<file path="src/hdl/dct_pkg.sv">
package dct_pkg;

	localparam int NUM_SLOTS_DEF = 8;
	localparam int WAIT_W = 20;
	localparam logic [WAIT_W-1:0] WAIT_RESET = 20'd16667;
	localparam logic [31:0] DUE_LIMIT = 32'd1;

	localparam logic REQ_REGISTER = 1'b0;
	localparam logic REQ_TICK = 1'b1;

	localparam logic [1:0] KIND_FIRED = 2'd0;
	localparam logic [1:0] KIND_SUMMARY = 2'd1;
	localparam logic [1:0] KIND_STORED = 2'd2;
	localparam logic [1:0] KIND_FULL = 2'd3;

	typedef struct packed {
		logic req_type;
		logic [31:0] now_us;
		logic [31:0] tag;
		logic [31:0] deadline_us;
	} req_t;

	typedef struct packed {
		logic [1:0] result_kind;
		logic [31:0] fired_tag;
		logic [2:0] slot_index;
		logic [WAIT_W-1:0] next_wait_us;
		logic last;
	} rsp_t;

	typedef enum logic [1:0] {
		ST_IDLE,
		ST_SCAN,
		ST_DRAIN,
		ST_SUM
	} state_t;

	typedef struct packed {
		logic reg_go;
		logic tick_go;
		logic scan_rd;
		logic sum_go;
	} cmd_t;

	typedef struct packed {
		logic scan_last;
	} sts_t;

endpackage

</file>
<file path="src/hdl/dct_ram.sv">
module dct_ram #(
	parameter int WIDTH = 64,
	parameter int DEPTH = 8
) (
	input  logic clk,
	input  logic we,
	input  logic [(DEPTH > 1 ? $clog2(DEPTH) : 1)-1:0] waddr,
	input  logic [WIDTH-1:0] wdata,
	input  logic [(DEPTH > 1 ? $clog2(DEPTH) : 1)-1:0] raddr,
	output logic [WIDTH-1:0] rdata
);

	logic [WIDTH-1:0] mem_q [DEPTH];
	logic [WIDTH-1:0] rdata_q;

	always_ff @(posedge clk) begin
		if (we) begin
			mem_q[waddr] <= wdata;
		end
		rdata_q <= mem_q[raddr];
	end

	assign rdata = rdata_q;

endmodule

</file>
<file path="src/hdl/dct_ctrl.sv">
module dct_ctrl (
	input  logic clk,
	input  logic arst_n,
	input  logic start,
	input  logic req_type,
	input  dct_pkg::sts_t sts,
	output dct_pkg::cmd_t cmd,
	output logic busy
);

	dct_pkg::state_t state_q;
	dct_pkg::state_t state_d;

	always_ff @(posedge clk or negedge arst_n) begin
		if (!arst_n) begin
			state_q <= dct_pkg::ST_IDLE;
		end else begin
			state_q <= state_d;
		end
	end

	always_comb begin
		state_d = state_q;
		cmd = '0;
		busy = 1'b1;
		case (state_q)
			dct_pkg::ST_IDLE: begin
				busy = 1'b0;
				if (start) begin
					if (req_type == dct_pkg::REQ_TICK) begin
						cmd.tick_go = 1'b1;
						state_d = dct_pkg::ST_SCAN;
					end else begin
						cmd.reg_go = 1'b1;
					end
				end
			end
			dct_pkg::ST_SCAN: begin
				cmd.scan_rd = 1'b1;
				if (sts.scan_last) begin
					state_d = dct_pkg::ST_DRAIN;
				end
			end
			dct_pkg::ST_DRAIN: begin
				state_d = dct_pkg::ST_SUM;
			end
			dct_pkg::ST_SUM: begin
				cmd.sum_go = 1'b1;
				state_d = dct_pkg::ST_IDLE;
			end
			default: begin
				state_d = dct_pkg::ST_IDLE;
			end
		endcase
	end

endmodule

</file>
<file path="src/hdl/dct_datapath.sv">
module dct_datapath #(
	parameter int NUM_SLOTS = dct_pkg::NUM_SLOTS_DEF
) (
	input  logic clk,
	input  logic arst_n,
	input  dct_pkg::cmd_t cmd,
	output dct_pkg::sts_t sts,
	input  dct_pkg::req_t req,
	input  logic wr_en,
	input  logic [dct_pkg::WAIT_W-1:0] wr_data,
	output dct_pkg::rsp_t rsp,
	output logic strobe
);

	localparam int IDX_W = (NUM_SLOTS > 1) ? $clog2(NUM_SLOTS) : 1;
	localparam logic [IDX_W-1:0] LAST_IDX = IDX_W'(NUM_SLOTS - 1);

	logic [NUM_SLOTS-1:0] valid_q;
	logic [dct_pkg::WAIT_W-1:0] max_wait_q;
	logic [dct_pkg::WAIT_W-1:0] min_q;
	logic [31:0] now_q;
	logic [IDX_W-1:0] idx_q;
	logic [IDX_W-1:0] idx_s1;
	logic chk_s1;
	logic strobe_q;
	dct_pkg::rsp_t rsp_q;
	dct_pkg::rsp_t rsp_d;

	logic free_found;
	logic [IDX_W-1:0] free_idx;
	logic [63:0] rd_data;
	logic [31:0] slot_tag;
	logic [31:0] diff;
	logic due;
	logic fire;
	logic keep;

	always_comb begin
		free_found = 1'b0;
		free_idx = '0;
		for (int i = NUM_SLOTS - 1; i >= 0; i--) begin
			if (!valid_q[i]) begin
				free_found = 1'b1;
				free_idx = IDX_W'(i);
			end
		end
	end

	dct_ram #(
		.WIDTH(64),
		.DEPTH(NUM_SLOTS)
	) u_slot_ram (
		.clk(clk),
		.we(cmd.reg_go && free_found),
		.waddr(free_idx),
		.wdata({req.tag, req.deadline_us}),
		.raddr(idx_q),
		.rdata(rd_data)
	);

	assign slot_tag = rd_data[63:32];
	assign diff = rd_data[31:0] - now_q;
	assign due = (diff <= dct_pkg::DUE_LIMIT) || diff[31];
	assign fire = chk_s1 && valid_q[idx_s1] && due;
	assign keep = chk_s1 && valid_q[idx_s1] && !due;
	assign sts.scan_last = (idx_q == LAST_IDX);

	always_comb begin
		rsp_d = '0;
		if (cmd.reg_go) begin
			rsp_d.last = 1'b1;
			if (free_found) begin
				rsp_d.result_kind = dct_pkg::KIND_STORED;
				rsp_d.slot_index = 3'(free_idx);
			end else begin
				rsp_d.result_kind = dct_pkg::KIND_FULL;
			end
		end else if (fire) begin
			rsp_d.result_kind = dct_pkg::KIND_FIRED;
			rsp_d.fired_tag = slot_tag;
			rsp_d.slot_index = 3'(idx_s1);
		end else if (cmd.sum_go) begin
			rsp_d.result_kind = dct_pkg::KIND_SUMMARY;
			rsp_d.next_wait_us = min_q;
			rsp_d.last = 1'b1;
		end
	end

	always_ff @(posedge clk or negedge arst_n) begin
		if (!arst_n) begin
			valid_q <= '0;
			max_wait_q <= dct_pkg::WAIT_RESET;
			chk_s1 <= 1'b0;
			strobe_q <= 1'b0;
		end else begin
			if (wr_en) begin
				max_wait_q <= wr_data;
			end
			if (cmd.reg_go && free_found) begin
				valid_q[free_idx] <= 1'b1;
			end
			if (fire) begin
				valid_q[idx_s1] <= 1'b0;
			end
			chk_s1 <= cmd.scan_rd;
			strobe_q <= cmd.reg_go || fire || cmd.sum_go;
		end
	end

	always_ff @(posedge clk) begin
		if (cmd.tick_go) begin
			idx_q <= '0;
			now_q <= req.now_us;
			min_q <= max_wait_q;
		end else if (cmd.scan_rd) begin
			idx_q <= idx_q + 1'b1;
		end
		idx_s1 <= idx_q;
		if (keep && (diff < {12'd0, min_q})) begin
			min_q <= diff[dct_pkg::WAIT_W-1:0];
		end
		rsp_q <= rsp_d;
	end

	assign rsp = rsp_q;
	assign strobe = strobe_q;

`ifndef SYNTHESIS
	a_sum_after_drain: assert property (@(posedge clk) disable iff (!arst_n)
		cmd.sum_go |-> !chk_s1)
		else $error("Summary issued while a slot evaluation is pending.");

	a_reg_not_in_scan: assert property (@(posedge clk) disable iff (!arst_n)
		cmd.reg_go |-> !chk_s1 && !cmd.scan_rd)
		else $error("Register request overlaps a tick scan.");

	a_fire_clears: assert property (@(posedge clk) disable iff (!arst_n)
		fire |=> !valid_q[$past(idx_s1)])
		else $error("Fired slot is still marked valid.");

	a_store_sets: assert property (@(posedge clk) disable iff (!arst_n)
		cmd.reg_go && free_found |=> valid_q[$past(free_idx)])
		else $error("Stored slot is not marked valid.");
`endif

endmodule

</file>
<file path="src/hdl/deadline_callback_table_top.sv">
// Register request: busy stays low, and the stored or table-full result is registered and appears
// in the cycle after start is accepted.
// Tick request: busy through the scan, drain and summary states; the scan reads one slot per cycle.
// Fired results follow one per due slot, and the summary comes after them with last set.
// Results carry no back-pressure; each is valid for one cycle while strobe is high.
// Reset clears all slots and loads the default maximum wait; no clearing pass is needed.
module deadline_callback_table_top #(
	parameter int NUM_SLOTS = dct_pkg::NUM_SLOTS_DEF
) (
	input  logic clk,
	input  logic arst_n,
	input  logic start,
	output logic busy,
	input  dct_pkg::req_t req,
	output dct_pkg::rsp_t rsp,
	output logic strobe,
	input  logic wr_en,
	input  logic [dct_pkg::WAIT_W-1:0] wr_data
);

	dct_pkg::cmd_t cmd;
	dct_pkg::sts_t sts;

	dct_ctrl u_ctrl (
		.clk(clk),
		.arst_n(arst_n),
		.start(start),
		.req_type(req.req_type),
		.sts(sts),
		.cmd(cmd),
		.busy(busy)
	);

	dct_datapath #(
		.NUM_SLOTS(NUM_SLOTS)
	) u_datapath (
		.clk(clk),
		.arst_n(arst_n),
		.cmd(cmd),
		.sts(sts),
		.req(req),
		.wr_en(wr_en),
		.wr_data(wr_data),
		.rsp(rsp),
		.strobe(strobe)
	);

endmodule
</file>
<file path="config.mk">
export PLATFORM = sky130hd
export DESIGN_NAME = deadline_callback_table_top
export DESIGN_NICKNAME = d
export VERILOG_FILES = /design/src/hdl/dct_pkg.sv /design/src/hdl/dct_ram.sv /design/src/hdl/dct_ctrl.sv /design/src/hdl/dct_datapath.sv /design/src/hdl/deadline_callback_table_top.sv
export SDC_FILE = /design/constraint.sdc
export NUM_CORES = 1
export LEC_CHECK = 0
export ABC_AREA = 1
export BUFFER_PORTS_ARGS = -buffer_cell sky130_fd_sc_hd__buf_4
export CORE_ASPECT_RATIO = 0.5
export CORE_MARGIN = 2
export CORE_UTILIZATION = 54
export DETAILED_ROUTE_END_ITERATION = 10
export PLACE_DENSITY = 0.81
export SKIP_LAST_GASP = 1
export SYNTH_ARGS = -nofsm -noshare
export SYNTH_HDL_FRONTEND = slang
export SYNTH_SLANG_ARGS = --single-unit
</file>
<file path="constraint.sdc">
create_clock -name clk -period 5.35 [get_ports clk]
set_input_delay 1.605 -clock clk [delete_from_list [all_inputs] [get_ports clk]]
set_output_delay 1.605 -clock clk [all_outputs]
set_load 0.02 [all_outputs]
</file>
# Word-level counts from Yosys, hierarchy flattened
# Memories as Yosys holds them, arrays and structs flattened. A register that Yosys moved wholly into a read port is not among the register bits.
# Index checks and enable logic that the tools add are counted.
# totals
memories	1
regBits	148
mem_bits_rw	512
output_inout_bits	60
# classes
addsub	2
n_lt_le_gt_ge	6
eq_ne	7
bitwise	5
n_mux	48
n_reduce_logical	16
# memory_table
name	depth	word_bits	rd	rd_ports_with_merged_regs	write_ports	line	text
u_datapath.u_slot_ram.mem_q	8	64	1	1	1	dct_ram.sv:13	logic [WIDTH-1:0] mem_q [DEPTH];
# ops
cell	n
two-way mux 20 bit	2
two-way mux 3 bit	11
less-or-equal comparator 32 x 1 -> 1 bit, second input constant	1
less-than comparator 32 x 20 -> 1 bit	1
subtractor 32 bit	1
two-way mux 1 bit	23
two-way mux 8 bit	2
two-way mux 2 bit	6
AND 8 bit	1
less-than comparator 3 x 4 -> 1 bit, second input constant	2
NOT 8 bit	1
bitwise OR 8 bit	1
case mux 2 bit (4 select lines)	1
logical AND 1 bit	7
demux 1 bit (select 3 bit)	2
>= comparator 3 x 1 -> 1 bit, second input constant	2
!= test 2 bit, second input constant	3
equality test 2 bit, second input constant	2
adder 3 x 1 -> 3 bit, second input constant	1
binary-select mux 1 bit (select 3 bit)	1
equality test 3 bit, second input constant	1
logical OR 1 bit	3
AND reduction 3 bit	1
OR reduction 3 bit	1
6 further kinds	7

# Longest topological paths before layout
# Gate-level depths: netlist of run 1.
# logic_depth
depth_word	16
mapped_depth	23
ltp_nobuf	22

# Hierarchy
# Synthesis of run 1 repeated with hierarchy kept, for this count alone.
# unflattened
cells_unflattened	3455
hier_area_um2	32327.3
# by_module_without_submodules
mod	area_per_inst_um2	cells_each	n_inst
dct_ram	23657.7	2294	1
dct_datapath	8451.9	1133	1
dct_ctrl	217.7	28	1

# Worst setup path after synthesis of run 1
# No wires, ideal clock.
# synth_path
path_kind	input to register
startpoint	in req[96] (netlist bit)
endpoint	mem u_datapath.u_slot_ram.mem_q[2][0] (enable)
setup_ps	488
setup_slack_ps	-294
path_buffers	0
required_ps	4862
arrival_time_ps	5156
cell_stages	5
path_cell_list	nor3_2 inv_1 nor2_1 nand2_1 nor2_1
# synth_via
elab_chain_cells	6
# synth_lines
item	line	text
start: declaration	deadline_callback_table_top.sv:14	input dct_pkg::req_t req,
two-way mux 1 bit	dct_ctrl.sv:30	if (req_type == dct_pkg::REQ_TICK) begin
two-way mux 2 bit	dct_ctrl.sv:29	if (start) begin
two-way mux 2 bit	dct_ctrl.sv:26	case (state_q)
logical AND 1 bit	dct_datapath.sv:54	.we(cmd.reg_go && free_found),
two-way mux 1 bit	dct_ram.sv:17	if (we) begin
two-way mux 1 bit (not written as such)	dct_ram.sv:18	mem_q[waddr] <= wdata;
end: declaration	dct_ram.sv:13	
# No other way between the ends.

# Final worst setup path of run 1
# layout_path
startpoint	reg u_datapath.u_slot_ram.rdata_q[0] (netlist: u_datapath.u_slot_ram.rdata[0]), read port of u_datapath.u_slot_ram.mem_q
endpoint	reg u_datapath.min_q[14] (netlist bit) (enable)
# layout_via
elab_chain_cells	7
word_cells_on_any_way	8
# layout_lines
item	line	text
start: declaration	dct_ram.sv:14	logic [WIDTH-1:0] rdata_q;
subtractor 32 bit *	dct_datapath.sv:62	assign diff = rd_data[31:0] - now_q;
less-or-equal comparator 32 x 1 -> 1 bit	dct_datapath.sv:63	assign due = (diff <= dct_pkg::DUE_LIMIT) || diff[31];
logical OR 1 bit	dct_datapath.sv:63	
zero test 1 bit	dct_datapath.sv:65	assign keep = chk_s1 && valid_q[idx_s1] && !due;
logical AND 1 bit	dct_datapath.sv:65	
logical AND 1 bit *	dct_datapath.sv:119	if (keep && (diff < {12'd0, min_q})) begin
nonzero test 2 bit (no source line) *	-	
end signal: assignment	dct_datapath.sv:114	min_q <= max_wait_q;
end signal: assignment	dct_datapath.sv:120	min_q <= diff[dct_pkg::WAIT_W-1:0];
end: declaration	dct_datapath.sv:20	logic [dct_pkg::WAIT_W-1:0] min_q;
# Mark *: on every way between the ends. The rest lies on a longest branch, timed or not.
# A chain may end at the register's enable or synchronous reset.

==> impl_metrics.yaml, run 1 <==
die:
  core_um2: 53600
  ios: 181
  die_height_um: 168.6
  die-area_um2: 56160
  num_rows: 60
  die_x_um: 333.1
  initial_core_util_pct: 54.57
placed_design:
  io_buffer_count: 180
  dp_hpwl_um: 37590
  dp_slack_ns: 1.180
  gp_congestion: 0.8999
yosys:
  postSynthCellCount: 2615
  synth_area_per_cell_um2: 11.19
  ys_seq_area_share_pct: 69.43
  ys_seq_elements: 724
  synth_most_common_cell: "edfxtp_1"
  synth_area_um2: 29250
  ys_warn_count: 0
  synthDominantCellAreaShare_pct: 57.90
  synth_async_sr_flop_share_pct: 4.420
  ys_top_cells_by_area: "edfxtp_1 58%, dfxtp_1 8.8%, nor2_1 6.9%"
  synth_top_area_cell: "edfxtp_1"
  synth_nets: 2794
  synthFlopType: "edfxtp_1"
  synth_edf_count: 564
  synth_commonest_cells: "564 x edfxtp_1, 539 x nor2_1, 307 x nand2_1"
  synth_cell_types: 42
sta:
  setup_viol: 0
  fin_crit_sh_pct: 78.12
  skew_ns: 0.06664
  fmax_ghz: 0.2393
  maxSlewViolCount: 0
  hold_viol_final: 0
  tightestPinTransition_ns: 1.295
  period_minus_slack_ns: 4.180
  hold_ws_ns: 0.4139
  setup_slack_ns: 1.170
  slew_headroom_pct: 13.69
  rsz0062_at_grt: "false"
  fin_tns_setup_ns: 0
clocking:
  cts_tree: "built"
  cts-root-buf: "clkbuf_16"
  cts_sinks: 724
  clk_pin_slew_worst_paths_ns: 0.07
  cts_setup_buffers: 0
  cts-resized-gates: 0
  cts.path.max_buffers: 3
  holdBufCountCts: 0
  clk_latency_ns: 0.65
  cts_made_buffers: 59
  htree_levels: 2
critical_path:
  path_cells: "inv_1 > ha_1 > inv_1 > fa_1 > nand3_1 > nand3_2 > nand2_1 > nand2_1 > nand2_1 > nand2_1 > xor2_1 > ha_1 > nand4_1 > nor3_1 > o21ai_0 > a21boi_0 > o21bai_1 > nand3_2 > buf_4 > nand2_1"
  cp-start-kind: "flop"
  cp_common_cell: "nand2_1"
  max_stage_delay_ns: 0.56
  cp_max_fo: 41
  worstSetupEndpointType: "flop"
  crit_arrival_ns: 4.33
  crit_type: "flop to flop"
  crit_slowest_cell: "nand2_1"
  required_ns: 5.50
global_route:
  grt_pass1_wl_um: 98800
  grt_max_degree: 189
  track_usage_pct: 22.37
  grt_overflow: 0
  grt_pass1_vias: 18730
  antenna_found_initial: 6
pwr:
  p_seq_share_pct: 40.5
  clkPwrFrac_pct: 26.2
  power_frac_comb_pct: 33.3
  vdd_drop_max_uv: 470.5
  swShare_pct: 35.63
  power_density_nw_per_um2: 509.0
  p_sw_w: 0.006057
  total_leakage_power_nw: 13.00
  p_int_w: 0.01094
layout:
  drive_above_1_share_pct: 13.88
  nNetsFinal: 2947
  syn2layout_area_growth_pct: 14.18
  n_fill_cell: 3919
route:
  vias: 19250
  drt_iter0_drc: 1951
  wl_um: 64160
  viasPerCell: 5.445
  drtPass1Iterations: 6
  post-route-drc-count: 0
  antenna_left: 0
  wl_per_cell_um: 18.14
job:
  maxCapViolations: 0
status:
  status: "finished clean"
min_path:
  min_path_type: "flop to flop"
==> cells by family after synthesis <==
family,share of synthesized area (%)
AOI/OAI and AO/OA,8.859
xor gates and xnor gates,0.3893
adders and majority gates,2.507
buffers and inverters,4.830
DFF,69.43
muxes,0.7700
and+or+nand+nor,13.22
==> power groups by stage <==
stage	Combinational, W	Clock (W)	Sequential (W)
global placement	0.00542	0	0.00698
floorplan	0.00389	0	0.00703
global route	0.00631	0.00471	0.00692
CTS	0.00563	0.00450	0.00688
detailed placement	0.00557	0	0.00700
finish	0.00567	0.00445	0.00688
==> flip-flops by register name, indices dropped and copies added (netlist names) <==
signal                       flops
u_datapath.min_q                20
u_datapath.valid_q               8
u_datapath.idx_s1                3
u_datapath.strobe                1
u_datapath.max_wait_q           20
u_datapath.now_q                32
u_datapath.chk_s1                1
u_datapath.rsp                  58
u_datapath.u_slot_ram.rdata     64
u_datapath.u_slot_ram.mem_q    512
u_datapath.idx_q                 3
u_ctrl.state_q                   2
==> metrics by stage <==
stage | utilization [%] | instances | instance area [µm²] | total power [W]
floorplan | - | 2615 | 29260 | 0.01092
global placement | 58.55 | 3420 | 31380 | 0.01240
detailed placement | 58.55 | 3420 | 31380 | 0.01257
CTS | 62.29 | 3531 | 33390 | 0.01702
global route | 62.30 | 3534 | 33390 | 0.01795
finish | 62.31 | 3536 | 33400 | 0.01700
==> layout make-up <==
type	count	area [µm²]	share of cell area, %
clock inverter	27	361.6	1.083
timing repair buffer	203	1624	4.863
inverter	253	958.4	2.870
antenna	5	12.51	0.03746
tap	713	892.1	2.671
multi-input combinational	1527	7595	22.74
sequential	724	20310	60.82
clock buffer	84	1640	4.911
==> critical path: cells and delay by family (launching register included) <==
family | cells | cell delay, ns
DFF | 1 | 0.30
xor gates and xnor gates | 1 | 0.19
adders and majority gates | 3 | 0.88
buffers and inverters | 3 | 0.47
and+or+nand+nor | 10 | 1.42
AOI/OAI and AO/OA | 3 | 0.45
==> layout by cell type (no fill, tap or decap), drive strengths merged, types with 26 or more instances in the layout <==
cell,synthesis,layout
ha,57,57
edfxtp,564,564
nand3,41,41
nor2,574,574
a21oi,37,37
dfxtp,128,128
o22ai,64,64
dfrtp,26,26
a31oi,68,68
inv,253,253
o21ai,305,305
clkbuf,83,84
buf,28,203
nand2,313,313
==> metal layers <==
| layer | vias up | global-route usage (%) | routed length [µm] |
|---|---|---|---|
| li1 | 9225 | - | - |
| met1 | 9194 | 28.30 | 25890 |
| met2 | 707 | 39.19 | 31970 |
| met3 | 126 | 3.494 | 4315 |
| met4 | 2 | 8.558 | 1971 |
| met5 | - | 0 | 10 |
==> final timing paths <==
kind | cells past startpoint | end | from | slack (ns)
worst min register to register | 2 | u_datapath.rsp[48]$_SDFF_PP0_ | u_datapath.u_slot_ram.rdata[56]$_DFF_P_ | 0.41
min in group asynchronous | 1 | u_datapath.max_wait_q[17]$_DFFE_PN0P_ | arst_n | 0.95
worst max-delay path | 20 | u_datapath.min_q[14]$_DFFE_PP_ | u_datapath.u_slot_ram.rdata[0]$_DFF_P_ | 1.17
worst min-delay path | 2 | u_datapath.rsp[48]$_SDFF_PP0_ | u_datapath.u_slot_ram.rdata[56]$_DFF_P_ | 0.41
max in group asynchronous | 1 | u_datapath.max_wait_q[14]$_DFFE_PN1P_ | arst_n | 4.02
worst max register to register | 20 | u_datapath.min_q[14]$_DFFE_PP_ | u_datapath.u_slot_ram.rdata[0]$_DFF_P_ | 1.17
No activity file was read; power rests on OpenSTA's default activity.
==> run 2, diff against run 1 <==
--- a/config.mk
+++ b/config.mk
@@ -11,7 +11,7 @@
 export CORE_MARGIN = 2
 export CORE_UTILIZATION = 54
 export DETAILED_ROUTE_END_ITERATION = 10
-export PLACE_DENSITY = 0.81
+export PLACE_DENSITY = 0.84
 export SKIP_LAST_GASP = 1
 export SYNTH_ARGS = -nofsm -noshare
 export SYNTH_HDL_FRONTEND = slang
==> constraint.sdc (replaced) <==
create_clock -name clk -period 3.8 [get_ports clk]
set_input_delay 1.14 -clock clk [delete_from_list [all_inputs] [get_ports clk]]
set_output_delay 1.14 -clock clk [all_outputs]
set_load 0.02 [all_outputs]
==> run 2 against run 1 <==
Non-clock buffer count grew 17. Global-route usage is 1.3 points higher. Sequential share of layout area down 0.51 points. Utilization is 0.53 points higher. Worst hold slack worse by 0.0040 ns. Clock power grew 42%. Clock skew decreased by 0.038 ns. Power grew 42%. Critical path type unchanged. Critical endpoint is now u_datapath.min_q[5]$_DFFE_PP_. Largest power group unchanged. Highest routed layer unchanged.
==> impl_metrics.yaml, run 2 (same netlist as run 1, synthesis figures left out) <==
pwr:
  swShare_pct: 36.06
  power_frac_comb_pct: 33.4
  p_sw_w: 0.008711
  total_leakage_power_nw: 13.15
  clkPwrFrac_pct: 26.2
  power_density_nw_per_um2: 717.2
  vdd_drop_max_uv: 491.1
  power.total_w: 0.02416
  p_int_w: 0.01544
  p_seq_share_pct: 40.5
global_route:
  met3_usage_pct: 3.047
  grt_util_met2_pct: 42.53
  grt_pass1_wl_um: 104100
  grt_pass1_vias: 19290
  grt_max_degree: 141
  grt-busiest-layer: "met2"
  grt_overflow: 0
  antenna_found_initial: 3
  gr-usage-met1_pct: 29.64
  track_usage_pct: 23.65
route:
  drtPass1Iterations: 5
  wl_per_cell_um: 19.10
  viasPerCell: 5.612
  wl_um: 67780
  drt_iter0_drc: 2172
  post-route-drc-count: 0
  vias: 19920
  antenna_left: 0
clocking:
  cts_setup_buffers: 0
  cts-root-buf: "clkbuf_16"
  cts_tree: "built"
  clk_latency_ns: 0.62
  cts_sinks: 724
  cts_made_buffers: 59
  holdBufCountCts: 0
  clk_pin_slew_worst_paths_ns: 0.07
  htree_levels: 2
  cts-resized-gates: 0
  cts.path.max_buffers: 3
critical_path:
  required_ns: 4.14
  crit_start: "u_datapath.u_slot_ram.rdata[0]$_DFF_P_"
  cp_num_buf_inv: 4
  crit_type: "flop to flop"
  path_cells: "inv_1 > ha_1 > inv_1 > fa_1 > nand3_1 > nand3_2 > nand2_1 > nand2_1 > nand2_1 > nand2_1 > xor2_1 > ha_1 > nand4_1 > inv_1 > a21oi_1 > a21boi_0 > o21bai_1 > nand3_2 > buf_4 > nand2_1 > o21ai_1"
  cp_common_cell: "nand2_1"
  max_stage_delay_ns: 0.42
  r2r_start: "u_datapath.u_slot_ram.rdata[0]$_DFF_P_"
  cpLargestDelayFamily: "simple AND/OR/NAND/NOR gates"
  cp_max_fo: 22
  crit_slowest_cell: "fa_1"
  worstSetupEndpointType: "flop"
  cp-start-kind: "flop"
  crit_arrival_ns: 3.77
die:
  ios: 181
  core_um2: 53600
  die-area_um2: 56160
  num_rows: 60
  die_x_um: 333.1
  initial_core_util_pct: 54.57
  die_height_um: 168.6
layout:
  nNetsFinal: 2964
  final_cell_mix: "564 x edfxtp_1, 531 x nor2_1, 307 x nand2_1"
  syn2layout_area_growth_pct: 15.15
  largest_reg_flops: 512
  drive_above_1_share_pct: 14.60
  final_common_cell: "edfxtp_1"
  antennaDiodeCount: 0
  n_fill_cell: 3779
  regMostFlops: "u_datapath.u_slot_ram.mem_q"
sta:
  setup_viol: 0
  hold_viol_final: 0
  fmax_ghz: 0.2920
  slew_headroom_pct: 37.38
  maxSlewViolCount: 0
  period_minus_slack_ns: 3.425
  tightestPinTransition_ns: 0.9394
  fin_crit_sh_pct: 90.12
  hold_ws_ns: 0.4099
  skew_ns: 0.02830
  rsz0062_at_grt: "false"
placed_design:
  dp_hpwl_um: 39340
  io_buffer_count: 180
  gp_congestion: 0.8883
min_path:
  min_path_type: "flop to flop"
  min_from: "u_datapath.idx_q[2]$_SDFFE_PP0P_"
job:
  maxCapViolations: 0
status:
  status: "finished clean"
-- run 2: power groups by stage --
stage	Clock [W]	Combinational [W]	Sequential [W]
3_5_place_dp	0	0.00784	0.00992
6_report	0.00632	0.00806	0.00978
3_3_place_gp	0	0.00758	0.00991
4_1_cts	0.00637	0.00800	0.00977
5_1_grt	0.00665	0.00898	0.00983
2_1_floorplan	0	0.00550	0.00989
-- run 2: final cells by class --
| cell class | count | area [µm²] | area share (%) |
|---|---|---|---|
| Tap cell | 713 | 892.1 | 2.649 |
| Clock inverter | 31 | 349.1 | 1.036 |
| Sequential cell | 724 | 20310 | 60.31 |
| Timing Repair Buffer | 220 | 1864 | 5.535 |
| Multi-Input combinational cell | 1527 | 7601 | 22.57 |
| Clock buffer | 81 | 1702 | 5.052 |
| Inverter | 253 | 958.4 | 2.846 |
-- run 2: worst register-to-register path: stages, from the launching register on --
cell      delay, ns
dfxtp_1        0.30
inv_1          0.05
ha_1           0.13
inv_1          0.08
fa_1           0.42
nand3_1        0.12
nand3_2        0.10
nand2_1        0.09
nand2_1        0.07
nand2_1        0.07
nand2_1        0.11
xor2_1         0.31
ha_1           0.31
nand4_1        0.11
inv_1          0.05
a21oi_1        0.13
a21boi_0       0.09
o21bai_1       0.18
nand3_2        0.12
buf_4          0.21
nand2_1        0.08
o21ai_1        0.06
-- run 2: per-stage QoR --
stage	instance area [µm²]	util, %	cells	TNS (ns)	setup slack (ns)
2_1_floorplan	29300	-	2615	-0.4682	-0.007315
3_3_place_gp	31630	59.01	3437	0	0.4774
3_5_place_dp	31630	59.01	3437	0	0.3921
4_1_cts	33680	62.84	3549	0	0.3711
5_1_grt	33680	62.84	3549	0	0.05078
6_report	33680	62.84	3549	0	0.3755
-- run 2: path summary, 6_finish.rpt --
kind	to	slack [ns]	cells after the start
max	u_datapath.min_q[5]$_DFFE_PP_	0.38	21
min	u_datapath.idx_s1[2]$_DFF_P_	0.41	0
max reg2reg	u_datapath.min_q[5]$_DFFE_PP_	0.38	21
min reg2reg	u_datapath.idx_s1[2]$_DFF_P_	0.41	0
max in group asynchronous	u_datapath.max_wait_q[8]$_DFFE_PN1P_	2.96	1
min in group asynchronous	u_datapath.valid_q[7]$_DFF_PN0_	0.46	1
-- run 2: routing by layer --
layer	up-vias	wire [µm]
met1	9481	25800
met5	-	30
li1	9247	-
met4	4	2370
met3	174	5114
met2	1011	34460
